<file path="src/design/lcr_pkg.sv">
// Shared types and constants for the longest consecutive run block.
package lcr_pkg;

	localparam int unsigned VAL_W = 32;
	localparam int unsigned OUT_LEN_W = 11;
	localparam logic [VAL_W-1:0] VAL_MIN = 32'h8000_0000;
	localparam logic [VAL_W-1:0] VAL_MAX = 32'h7FFF_FFFF;
	localparam logic [OUT_LEN_W-1:0] LEN_SAT = 11'd2047;

	typedef logic [VAL_W-1:0] val_t;

	typedef struct packed {
		logic shift;
		logic clr;
	} cell_ctl_t;

endpackage

</file>
<file path="src/design/lcr_cell.sv">
// One table cell: holds a value and its valid bit, shifts to its neighbor, flags a query match.
module lcr_cell (
	input  logic             clk,
	input  logic             arst_n,
	input  lcr_pkg::cell_ctl_t ctl,
	input  lcr_pkg::val_t    prev_val,
	input  logic             prev_vld,
	input  lcr_pkg::val_t    query,
	output lcr_pkg::val_t    val,
	output logic             vld,
	output logic             hit
);
	import lcr_pkg::*;

	val_t val_q;
	logic vld_q;
	logic hit_q;

	always_ff @(posedge clk or negedge arst_n) begin
		if (!arst_n) begin
			vld_q <= 1'b0;
			hit_q <= 1'b0;
		end else begin
			hit_q <= vld_q && (val_q == query);
			if (ctl.clr) begin
				vld_q <= 1'b0;
			end else if (ctl.shift) begin
				vld_q <= prev_vld;
			end
		end
	end

	always_ff @(posedge clk) begin
		if (ctl.shift) begin
			val_q <= prev_val;
		end
	end

	assign val = val_q;
	assign vld = vld_q;
	assign hit = hit_q;

endmodule

</file>
<file path="config.mk">
export PLATFORM = sky130hd
export DESIGN_NAME = lcr_cell
export DESIGN_NICKNAME = d
export VERILOG_FILES = /design/src/design/lcr_pkg.sv /design/src/design/lcr_cell.sv
export SDC_FILE = /design/constraint.sdc
export NUM_CORES = 1
export LEC_CHECK = 0
export ABC_CLOCK_PERIOD_IN_PS = 1700
export BUFFER_PORTS_ARGS = -buffer_cell sky130_fd_sc_hd__buf_2
export CORE_UTILIZATION = 42
export DETAILED_ROUTE_END_ITERATION = 8
export PLACE_DENSITY = 0.83
export SYNTH_ARGS = -nofsm -noshare
export SYNTH_HDL_FRONTEND = slang
export SYNTH_SLANG_ARGS = --single-unit
</file>
<file path="constraint.sdc">
create_clock -name clk -period 1.7 [get_ports clk]
set_input_delay 0 -clock clk [delete_from_list [all_inputs] [get_ports clk]]
set_output_delay 0 -clock clk [all_outputs]
set_load 0.1 [all_outputs]
</file>
# Yosys cells after proc, flatten, opt, wreduce, memory -nomap -nowiden
# Index checks and enable logic that the tools add are counted.
# op_classes
n_mux	2
n_eq_ne	1
reduce_logical	2
# ops
op	n
== test 32 bit	1
two-way mux 1 bit	2
nonzero test 2 bit	1
logical AND 1 bit	1
# word_totals
output_inout_bits	34
ff_bits	34
inputBits	69

# Longest topological paths before layout
# depth
ltp_word	2
depth_mapped	4

# Worst setup path before layout
# OpenSTA, ideal clock, no wires.
# synth_path
kind	reg2reg
start	reg val_q[27] (netlist: val[27])
end	reg hit_q (netlist: hit)
setup_slack_ns	-0.029
t_arrival_ns	1.647
t_required_ns	1.618
synth_period_minus_slack_ns	1.729
setup_time_ns	0.082
path_buffers	0
stages_incl_launch_ff	5
cell_sequence	edfxtp_1 xor2_1 nor4_1 nand4_1 nor3_2
# synth_via
elab_chain_cells	2
# synth_lines
element	line_no	source
from (decl)	lcr_cell.sv:15	val_t val_q;
from (signal assigned)	lcr_cell.sv:35	val_q <= prev_val;
== test 32 bit	lcr_cell.sv:24	hit_q <= vld_q && (val_q == query);
logical AND 1 bit	lcr_cell.sv:24	
to (signal assigned)	lcr_cell.sv:24	
to (decl)	lcr_cell.sv:17	logic hit_q;
# No other way between the ends.
# A chain may end at the register's enable or synchronous reset.

# Worst setup path after layout
# layout_path
start	reg val_q[19] (netlist: val[19])
end	reg hit_q (netlist: hit)
# The elaborated chain is that of the path after synthesis.

==> summary.txt <==
Worst setup path
  – WS Path Type: register to register
  – Reg2Reg Setup Slack: 220 ps
  – Slowest cell on the critical path: edfxtp_1
  – R2r endpoint: hit$_DFF_PN0_
  – CP required: 1950 ps
  – CP Max Fanout: 2
  – R2R Path Start: val[19]$_DFFE_PP_
  – Worst-case reg-to-reg path depth: 4
  – Setup crit start kind: register
  – Critical path, cell by cell: xor2_1, nor4_1, nand3_1, nor3_2
  – Crit path DAT: 1740 ps
  – Worst setup endpoint: hit$_DFF_PN0_
  – Setup crit end kind: register
  – Crit path largest cell delay: 430 ps
  – Worst Setup SP: val[19]$_DFFE_PP_

Cells and area
  – N_diodes: 0
  – Area growth, synth to finish: 72.4%
  – Post-Layout Cell Count: 273
  – Nets: 297
  – Layout cell share with drive strength beyond 1: 48.0%
  – Fin area: 0.00238 mm²

Place
  – Inst Count DP: 228
  – Post-detail-place hpwl: 2550 µm
  – PortBufs: 102
  – Placed cell area: 0.00196 mm²
  – Post-place setup slack: 264 ps
  – GP Congestion: 0.685

Power
  – Lkg Pwr: 1.09 nW
  – VDD IR max: 0.691 mV
  – PD cells: 928 mW/mm²

Run status
  – Status: finished, final reports clean

Timing
  – Worst-margin pin slew: 515 ps
  – Max Slew Vio Count: 0
  – Rel. slew slack: 65.9%
  – Final period utilization: 87.2%
  – Setup Skew: 8.53 ps
  – Max Freq: 674 MHz
  – Hold Vio Cnt, Final: 0
  – Final setup fails: 0
  – RSZ-0062 raised after global routing: no
  – Fin crit period: 1480 ps
  – Worst setup margin: 217 ps

Clocking
  – Resized Gates After CTS: 0
  – Num Clock Sinks: 34
  – Clock root buffer: clkbuf_4
  – CTS clk-pin slew, worst paths: 100 ps
  – H-Tree Depth: 2
  – CTS Buf Count: 5
  – Worst skew pair latency: 340 ps
  – TritonCTS clock tree: built
  – CTS Buffer Depth: 2

Logic synthesis
  – Post-synthesis adder-cell area fraction: 0%
  – Post-synthesis cell area: 0.00138 mm²
  – Post-synthesis cell count: 80
  – Yosys top cell by area: edfxtp_1
  – Top cells by area, synth: edfxtp_1, xor2_1, dfrtp_1
  – Seq/Total Area, Yosys: 73.3%
  – Synth Area in XOR/XNOR: 20.3%
  – Synth Area in Simple Gates: 5.71%
  – Largest family of logic cells by synthesized area: XOR/XNOR gates
  – Syn Area/Cell: 17.3 µm²
  – Number of enable flip-flop cells after synthesis: 32
  – Ys flop type: edfxtp_1
  – Synth cell count leaders: edfxtp_1, xor2_1, nor4_1, dfrtp_1, nand3_1
  – Synth Area in Compound Gates: 0%
  – Yosys warns: 0
  – Most common cell in the netlist: edfxtp_1
  – Portion of netlist area occupied by mux cells: 0.725%
  – Yosys cell types: 11
  – Ys async rst share: 5.88%
  – Area share of the largest cell type after synthesis: 69.6%
  – Register bit count reported by yosys: 34
  – Syn nets: 149

Detailed routing
  – Post-route ant nets: 0
  – WL met1: 1390 µm
  – Vias per cell: 4.73
  – Drt initial violations: 41
  – Final WL: 4170 µm
  – Met3 wire len: 391 µm
  – DR WL met2: 2250 µm
  – DR top layer: met4
  – DRC viols: 0
  – Drt pass-1 iters: 4
  – Vias: 1,292
  – Routed wire per std cell: 15.3 µm

GRT
  – GRT overflow: 0
  – Initial antenna violation count: 0
  – First-pass GRT wire length: 6080 µm
  – Largest net degree at the start of global routing: 20
  – Vias in the first global route: 1,414
  – GRT Overall Usage: 25.2%

Floorplanning
  – Die Y: 59.3 µm
  – Core Footprint: 0.00308 mm²
  – Die area: 0.00352 mm²
  – # rows: 20
  – Die width: 59.3 µm
  – I/O pin cnt: 103
  – Initial Util: 44.8%

Flow run
  – MaxCap Viol Count: 0

Min path
  – Worst Hold Class: input port to register
-- registers in the layout, summed over array words and instances, names as in the netlist --
signal,cells
hit,1
vld,1
val,32
-- layout make-up --
type / instances / area [µm²]
flip-flops and latches: 34 / 1010
repair buffers: 141 / 896
fillers: 188 / 698
multi-input cells: 46 / 369
well taps: 44 / 55.1
clock buffers: 5 / 37.5
clock inverters: 3 / 11.3
-- per-stage QoR --
step                hold WS (ps)  total power, W  utilization (%)  TNS (ps)
floorplan                   -296         0.00157                -     -21.9
global placement            -213         0.00173             63.7         0
detailed placement          -212         0.00174             63.7         0
CTS                          109         0.00220             77.3         0
global route                 114         0.00228             77.3         0
finish                       121         0.00221             77.3         0
-- repair_timing --
action,CTS,global route
setup endpoints to repair,0,0
hold buffers,37,0
setup buffers,0,0
hold endpoints to repair,36,0
-- cell usage in the layout (no fill, tap or decap) --
cell             n
buf_2          102
dlygate4sd3_1   37
edfxtp_1        32
xor2_1          31
nor4_1           7
clkbuf_4         5
clkinv_1         3
nand3_1          2
dfrtp_1          2
buf_4            2
nand4_1          1
xnor2_1          1
nor3_1           1
nor3_2           1
mux2i_1          1
nor2_1           1
-- routing by layer --
layer,GRT usage (%),vias to the layer above
met5,0,-
met4,11.9,0
met3,9.39,16
met2,47.8,96
met1,23.3,589
li1,-,591
-- how the worst min path moves through the flow --
stage	start	to	slack (ps)	cells past startpoint
2_1_floorplan	arst_n	hit$_DFF_PN0_	-300	0
3_3_place_gp	arst_n	vld$_DFFE_PN0P_	-210	1
3_5_place_dp	arst_n	vld$_DFFE_PN0P_	-210	1
4_1_cts	query[11]	hit$_DFF_PN0_	110	5
5_1_grt	ctl[1]	val[20]$_DFFE_PP_	110	1
6_report	ctl[1]	val[20]$_DFFE_PP_	120	1
-- kinds of logic after synthesis --
logic type / count (synthesis)
mux: 1
simple gates: 13
xor+xnor: 32
flops: 34
-- worst max-delay path, delay by kind of cell, from the launching register on --
family | cells | cell delay, ps
flops | 1 | 430
simple gates | 3 | 800
xor+xnor | 1 | 160
-- power breakdown --
| part | leakage (nW) | switching, W | internal [W] | total [W] |
|---|---|---|---|---|
| clock | 0.0277 | 0.000257 | 0.000147 | 0.000404 |
| sequential | 0.340 | 0.0000447 | 0.000989 | 0.00103 |
| combinational | 0.717 | 0.000575 | 0.000197 | 0.000772 |
| total | 1.09 | 0.000877 | 0.00133 | 0.00221 |
No activity file was read; power rests on OpenSTA's default activity.
